==> src/kts_pkg.sv <==
// Package: command and status codes and sequencer state type for the timeout slot table.
`timescale 1ns / 1ps
package kts_pkg;

	localparam logic [2:0] CMD_TICK      = 3'd0;
	localparam logic [2:0] CMD_SET       = 3'd1;
	localparam logic [2:0] CMD_CLEAR     = 3'd2;
	localparam logic [2:0] CMD_QRUN      = 3'd3;
	localparam logic [2:0] CMD_QEXP      = 3'd4;
	localparam logic [2:0] CMD_RESET_ALL = 3'd5;

	localparam logic [1:0] STAT_DONE    = 2'd0;
	localparam logic [1:0] STAT_PRESENT = 2'd1;
	localparam logic [1:0] STAT_FULL    = 2'd2;

	localparam int TYPE_W  = 4;
	localparam int DELAY_W = 32;

	typedef enum logic [2:0] {
		S_IDLE = 3'b001,
		S_SCAN = 3'b010,
		S_ACT  = 3'b100
	} seq_state_t;

endpackage

==> src/keyed_timeout_slot_table.sv <==
// Top level: keyed timeout slot table with a slot-serial scan sequencer.
// Each transaction scans the slots in turn in S_SCAN through the single slot read port
// and shared compare/decrement unit, then updates the slots and writes the result register
// in S_ACT, which waits while a held result has not been taken downstream.
// A new transaction is taken only in S_IDLE, after the last one has written its result; the
// result register lets the next transaction be taken while a result waits downstream.
// Reset: arst_n clears every slot key and expired flag (all slots free) and the sequencer.
`timescale 1ns / 1ps
module keyed_timeout_slot_table import kts_pkg::*; #(
	parameter int SLOT_COUNT = 8,
	parameter int KEY_BITS   = 4
) (
	input  logic        clk,
	input  logic        arst_n,
	input  logic        s_tvalid,
	output logic        s_tready,
	input  logic [39:0] s_tdata,   // command[2:0], timeout_type[6:3], delay[38:7], zero[39]
	output logic        m_tvalid,
	input  logic        m_tready,
	output logic [7:0]  m_tdata    // status[1:0], running[2], expired[3], zero[7:4]
);

	localparam int KW    = (KEY_BITS < TYPE_W) ? KEY_BITS : TYPE_W;
	localparam int IDX_W = (SLOT_COUNT > 1) ? $clog2(SLOT_COUNT) : 1;
	localparam logic [IDX_W-1:0] LAST_IDX = IDX_W'(SLOT_COUNT - 1);

	seq_state_t state_q;

	logic [KW-1:0]      slot_key_q [SLOT_COUNT];
	logic               slot_exp_q [SLOT_COUNT];
	logic [DELAY_W-1:0] slot_cnt_q [SLOT_COUNT];

	logic [2:0]         cmd_q;
	logic [KW-1:0]      key_q;
	logic [DELAY_W-1:0] delay_q;
	logic [IDX_W-1:0]   idx_q;
	logic               hit_q;
	logic [IDX_W-1:0]   hit_idx_q;
	logic               hit_exp_q;
	logic               free_q;
	logic [IDX_W-1:0]   free_idx_q;

	logic               out_valid_q;
	logic [7:0]         out_data_q;

	logic               in_acc;
	logic               wr_out;
	logic [KW-1:0]      cur_key;
	logic               cur_exp;
	logic [DELAY_W-1:0] cur_cnt;
	logic               cur_match;
	logic               cur_free;
	logic               cnt_low;
	logic               tick_upd;
	logic [1:0]         res_status;
	logic               res_running;
	logic               res_expired;
	logic               do_set;
	logic               do_free;
	logic [IDX_W-1:0]   free_slot_idx;
	logic               do_reset_all;

	assign s_tready = (state_q == S_IDLE);
	assign in_acc   = s_tvalid && s_tready;
	assign wr_out   = (state_q == S_ACT) && (!out_valid_q || m_tready);
	assign m_tvalid = out_valid_q;
	assign m_tdata  = out_data_q;

	// shared slot read port and compare / decrement unit
	assign cur_key   = slot_key_q[idx_q];
	assign cur_exp   = slot_exp_q[idx_q];
	assign cur_cnt   = slot_cnt_q[idx_q];
	assign cur_match = (key_q != '0) && (cur_key == key_q);
	assign cur_free  = (cur_key == '0);
	assign cnt_low   = (cur_cnt <= DELAY_W'(1));
	assign tick_upd  = (state_q == S_SCAN) && (cmd_q == CMD_TICK) && !cur_free && !cur_exp;

	always_comb begin
		res_status    = STAT_DONE;
		res_running   = 1'b0;
		res_expired   = 1'b0;
		do_set        = 1'b0;
		do_free       = 1'b0;
		do_reset_all  = 1'b0;
		free_slot_idx = hit_idx_q;
		unique case (cmd_q)
			CMD_SET: begin
				res_running = hit_q;
				if (key_q != '0) begin
					if (hit_q) begin
						res_status = STAT_PRESENT;
					end else if (free_q) begin
						do_set = 1'b1;
					end else begin
						res_status = STAT_FULL;
					end
				end
			end
			CMD_CLEAR: begin
				res_running = hit_q;
				do_free     = hit_q;
			end
			CMD_QRUN: begin
				res_running = hit_q;
			end
			CMD_QEXP: begin
				res_running = hit_q;
				res_expired = hit_q && hit_exp_q;
				do_free     = hit_q && hit_exp_q;
			end
			CMD_RESET_ALL: begin
				do_reset_all = 1'b1;
			end
			default: begin
			end
		endcase
	end

	// sequencer and scan bookkeeping
	always_ff @(posedge clk or negedge arst_n) begin
		if (!arst_n) begin
			state_q     <= S_IDLE;
			idx_q       <= '0;
			out_valid_q <= 1'b0;
		end else begin
			if (wr_out) begin
				out_valid_q <= 1'b1;
			end else if (m_tready) begin
				out_valid_q <= 1'b0;
			end
			unique case (state_q)
				S_IDLE: begin
					if (in_acc) begin
						state_q <= S_SCAN;
						idx_q   <= '0;
					end
				end
				S_SCAN: begin
					if (idx_q == LAST_IDX) begin
						state_q <= S_ACT;
					end else begin
						idx_q <= idx_q + 1'b1;
					end
				end
				S_ACT: begin
					if (wr_out) begin
						state_q <= S_IDLE;
					end
				end
				default: begin
					state_q <= S_IDLE;
				end
			endcase
		end
	end

	always_ff @(posedge clk) begin
		if (in_acc) begin
			cmd_q   <= s_tdata[2:0];
			key_q   <= s_tdata[3 +: KW];
			delay_q <= s_tdata[7 +: DELAY_W];
			hit_q   <= 1'b0;
			free_q  <= 1'b0;
		end else if (state_q == S_SCAN) begin
			if (cur_match && !hit_q) begin
				hit_q     <= 1'b1;
				hit_idx_q <= idx_q;
				hit_exp_q <= cur_exp;
			end
			if (cur_free && !free_q) begin
				free_q     <= 1'b1;
				free_idx_q <= idx_q;
			end
		end
		if (wr_out) begin
			out_data_q <= {4'b0000, res_expired, res_running, res_status};
		end
	end

	// slot keys and expired flags
	always_ff @(posedge clk or negedge arst_n) begin
		if (!arst_n) begin
			for (int i = 0; i < SLOT_COUNT; i++) begin
				slot_key_q[i] <= '0;
				slot_exp_q[i] <= 1'b0;
			end
		end else if (tick_upd) begin
			if (cnt_low) begin
				slot_exp_q[idx_q] <= 1'b1;
			end
		end else if (wr_out) begin
			if (do_reset_all) begin
				for (int i = 0; i < SLOT_COUNT; i++) begin
					slot_key_q[i] <= '0;
					slot_exp_q[i] <= 1'b0;
				end
			end else if (do_set) begin
				slot_key_q[free_idx_q] <= key_q;
				slot_exp_q[free_idx_q] <= 1'b0;
			end else if (do_free) begin
				slot_key_q[free_slot_idx] <= '0;
				slot_exp_q[free_slot_idx] <= 1'b0;
			end
		end
	end

	// countdowns; only read while the slot holds a key
	always_ff @(posedge clk) begin
		if (tick_upd) begin
			slot_cnt_q[idx_q] <= cnt_low ? '0 : (cur_cnt - DELAY_W'(1));
		end else if (wr_out && do_set) begin
			slot_cnt_q[free_idx_q] <= delay_q;
		end
	end

	a_state_onehot: assert property (@(posedge clk) disable iff (!arst_n)
		$onehot(state_q))
		else $error("sequencer state not one-hot");

	a_accept_starts_scan: assert property (@(posedge clk) disable iff (!arst_n)
		in_acc |=> (state_q == S_SCAN) && (idx_q == '0))
		else $error("accepted transaction did not start a scan at slot 0");

	a_set_writes_key: assert property (@(posedge clk) disable iff (!arst_n)
		(wr_out && do_set) |=> (slot_key_q[$past(free_idx_q)] == $past(key_q)))
		else $error("set did not store its key in the free slot");

	a_status_code: assert property (@(posedge clk) disable iff (!arst_n)
		m_tvalid |-> (m_tdata[1:0] != 2'd3))
		else $error("undefined status code");

	a_expired_needs_running: assert property (@(posedge clk) disable iff (!arst_n)
		(m_tvalid && m_tdata[3]) |-> m_tdata[2])
		else $error("expired reported for an absent type");

endmodule
==> config.mk <==
export PLATFORM = sky130hd
export DESIGN_NAME = keyed_timeout_slot_table
export DESIGN_NICKNAME = d
export VERILOG_FILES = /design/src/kts_pkg.sv /design/src/keyed_timeout_slot_table.sv
export SDC_FILE = /design/constraint.sdc
export NUM_CORES = 1
export LEC_CHECK = 0
export BUFFER_PORTS_ARGS = -buffer_cell sky130_fd_sc_hd__clkbuf_2
export CORE_ASPECT_RATIO = 1.5
export CORE_UTILIZATION = 65
export CTS_BUF_LIST = sky130_fd_sc_hd__clkbuf_8
export CTS_CLUSTER_DIAMETER = 100
export CTS_CLUSTER_SIZE = 20
export DETAILED_ROUTE_END_ITERATION = 6
export GPL_TIMING_DRIVEN = 0
export PLACE_DENSITY = 0.81
export SETUP_SLACK_MARGIN = 0.1
export SLEW_MARGIN = 30
export SYNTH_ARGS = -nofsm -noshare
export SYNTH_HDL_FRONTEND = slang
export SYNTH_SLANG_ARGS = --single-unit
export TNS_END_PERCENT = 30
==> constraint.sdc <==
create_clock -name clk -period 9.2 [get_ports clk]
set_input_delay 0.46 -clock clk [delete_from_list [all_inputs] [get_ports clk]]
set_output_delay 0.46 -clock clk [all_outputs]
set_load 0.1 [all_outputs]
==> results.md <==
- Xor/xnor share of the synthesized area: ~1.7%
- Crit end category: flop
- CTS tree: built
- Area after DPL: between 15000 and 20000 µm²
- Crit path cell chain: buf_2 > buf_2 > buf_1 > mux4_2 > mux2i_1 > ha_1 > nand3_1 > nor2_1 > nand4_1 > xnor2_1 > o31ai_1
- Crit Reg-Reg Startpoint: idx_q[2]$_DFFE_PN0P_
- DIE WIDTH: about 130 µm
- Failing checks: design-rule violations
- Post-synth EDFFs: slightly above 300
- Finished Core Util: 72.6%
- Worst setup SP type: flop
- R2R depth: 11
- Buf/Inv on CP: 3
- Post-route antenna net violation count: 0
- Gr ovfl total: 0
- GRT Overall Usage: between 30% and 40%
- DR iter-0 viols: approximately 1000
- Layout net count: around 1100
- Largest delay share family, worst path: buffers and inverters
- H-tree depth: 1
- Crit Path Class: reg2reg
- Fin area: approximately 17000 µm²
- Clk sinks: around 360
- Setup repair bufs after CTS: 0
- CP Data Required Time: 9.44 ns
- Post-synthesis simple-gate area fraction: about 8.6%
- Largest net degree at the start of global routing: 48
- Diode count: 0
- Register bit total from synthesis: around 360
- Critical path's largest stage delay: ~0.77 ns
- Fraction of registers with async set/reset: a little over an eighth
- Setup crit start: idx_q[2]$_DFFE_PN0P_
- Final setup TNS: 0 ns
- Worst EP arrival: ~6 ns
- Crit share post-route: 61.2%
- RSZ-0062 raised after global routing: no
- Crit path capture: slot_cnt_q[5][22]$_DFFE_PP_
- CP max stage cell: nor2_1
- Share of post-route cells with drive strength above 1: 22.3%
- Place WS: about 3.7 ns
- Post-synth top area cell: edfxtp_1
- Die area: ~24000 µm²
- Hpwl dp: around 24000 µm
- Tmin final: ~5.6 ns
- Proportion of synthesized area in mux cells: between 10% and 20%
- Clk Tree Root Cell: clkbuf_8
- Row cnt: approximately 70
- First-pass GRT wire length: about 54000 µm
- Worst vdd ir: 0.162 mV
- Via/cell ratio: approximately 7
- Mapped Cells: slightly above 900
- CTS buffer count: 21
- Hold crit path type: in2reg
- Post-synthesis compound-gate area fraction: just over 7%
- Crit Reg-Reg Endpoint: slot_cnt_q[5][22]$_DFFE_PP_
- Syn avg cell area: roughly 17 µm²
- Relative slew slack: 32.7%
- Crit-path most repeated cell: buf_2
- DR pass1 iterations: 7
- Area of the core: around 23000 µm²
- Fmax: 178 MHz
- Synth Warn #: 0
- Drt total wl: 35900 µm
- PortBufs: 48
- Starting Density: 66.1%
- Post-Synth Adder-Cell Area: less than 1%
- Layout fillers: about 1400
- DRC viols: 1
- Synth top cells by count: 306 x edfxtp_1, 60 x nand2_1, 54 x mux4_2
- Clk_skew: between 0.03 and 0.04 ns
- Slew Viols, Final: 0
- Internal reg-to-reg setup slack: 3.57 ns
- Final hold vios: 0
- Vias after detailed routing: a little over 9000
- Multi-input gate area: 4520 µm²
- # IOs: 54
- FF/Latch Area: approximately 10000 µm²
- Slew of the pin with the lowest slew margin: approximately 1 ns
- Worst-path fanout max: 10
- Post-synth top area share: ~60%
- Critical Path Stages: 11
- Final Worst Setup Slack: around 3.6 ns
- Clock latency on the worst-skew pair: 0.57 ns
- Seq/Total Area, Yosys: 68.6%
- Pwr dens: between 200 and 250 nW/µm²
- Clk pin slew, worst setup/hold paths: between 0.1 and 0.15 ns
- Main combinational cell family by area after synthesis: multiplexers
- Die Ht: ~190 µm
- P_leak: roughly 5.7 nW
- Setup violators final: 0
- WHS: about 0.068 ns
- Most instantiated library cell after synthesis: edfxtp_1
- Outcome: finished, violations left
- Synthesized area: 15200 µm²
- Area grow syn2layout: 9.84%
- Max cap viols: 0
- Vias in the first global route: ~9100
- Initial antenna violation count: 0
- Yosys cell types: 73
- Area contributors post-synth: edfxtp_1 61%, mux4_2 8.0%, dfrtp_1 7.6%
- Ys flop type: edfxtp_1
- Bufs on Longest Clock Path: 3
- RD Place Congestion: 0.958
- Routed wire per std cell: between 20 and 30 µm
## per-layer routing
| metal | part of all wire, % | wire length, µm | track usage (%) | up-vias |
|---|---|---|---|---|
| met5 | 0 | 0 | 0 | - |
| met4 | 5.4 | 1940 | 15.3 | 0 |
| met3 | 8.0 | 2850 | 3.73 | 158 |
| met2 | 52 | 18500 | 53.7 | 571 |
| met1 | 35 | 12600 | 38.8 | 4521 |
| li1 | - | - | - | 3844 |
## cells by family after synthesis
kind of cell,Yosys count
other,1
adder cells (fa/ha/maj),4
buffers and inverters,60
multiplexers,101
AND/OR/NAND/NOR,226
flip-flops,355
XOR/XNOR,29
AO/OA/AOI/OAI,142
## per-stage QoR
step	cells	power (mW)
6_report	1304	3.99
5_1_grt	1304	4.13
4_1_cts	1304	3.98
3_5_place_dp	1266	3.32
3_3_place_gp	1249	3.26
2_1_floorplan	921	2.96
## worst min path at each step
stage,from,endpoint,slack [ns],cells past startpoint
2_1_floorplan,arst_n,idx_q[0]$_DFFE_PN0P_,0.16,0
3_3_place_gp,slot_key_q[17]$_DFFE_PN0P_,slot_key_q[17]$_DFFE_PN0P_,0.47,1
3_5_place_dp,slot_key_q[8]$_DFFE_PN0P_,slot_key_q[8]$_DFFE_PN0P_,0.48,1
4_1_cts,s_tdata[6],key_q[3]$_DFFE_PP_,0.05,1
5_1_grt,s_tdata[8],delay_q[1]$_DFFE_PP_,0.05,1
6_report,s_tdata[36],delay_q[29]$_DFFE_PP_,0.07,1
## registers in the layout, indices dropped and copies added (netlist names), 3 cells and up
register and count:
free_idx_q 3, cmd_q 3, slot_cnt_q 256, idx_q 3
free_slot_idx 3, slot_key_q 32, m_tdata 4, key_q 4
state_q 3, delay_q 32, slot_exp_q 8
## worst register-to-register path: stages (launching register included)
cell and delay [ns]:
dfrtp_1 0.52, buf_2 0.33, buf_2 0.36, buf_1 0.71, mux4_2 0.42, mux2i_1 0.41
ha_1 0.31, nand3_1 0.30, nor2_1 0.77, nand4_1 0.28, xnor2_1 0.19, o31ai_1 0.70
## layout by cell type (no fill, tap or decap), types with 10 or more instances in the layout
cell / Yosys / final
clkbuf_1: 16 / 15
mux2i_1: 27 / 27
edfxtp_1: 306 / 306
a32o_1: 12 / 12
nor3_1: 13 / 12
a22o_1: 25 / 25
nor2_1: 38 / 30
clkbuf_2: 0 / 47
dfrtp_1: 46 / 46
a22oi_1: 12 / 12
o31ai_1: 22 / 22
clkbuf_8: 0 / 21
xnor2_1: 22 / 22
nand2_1: 60 / 60
o21ai_1: 7 / 10
and2_1: 12 / 12
nand3_1: 13 / 13
mux2_2: 15 / 15
mux4_2: 54 / 54
inv_1: 6 / 21
buf_2: 18 / 18
buf_16: 0 / 15
a21oi_1: 12 / 12
nor2b_1: 12 / 12
## where the power goes
part	switching [mW]	internal, mW	total (mW)
logic	0.806	0.430	1.24
clock network	0.463	0.218	0.681
registers	0.0377	2.03	2.07
## layout make-up
type | instances | share of cell area [%]
buffer | 52 | 1.85
clock buffer | 21 | 1.73
clock inverter | 16 | 0.375
inverter | 8 | 0.180
multi-input combinational | 506 | 27.1
sequential | 355 | 62.4
tap | 280 | 2.10
timing repair buffer | 66 | 4.23
## what timing repair did
action	in CTS	in global routing
endpoints found under the hold margin	46	0
hold buffers	1	0
resized for setup	0	0
Power figures use the tool's default switching activity.
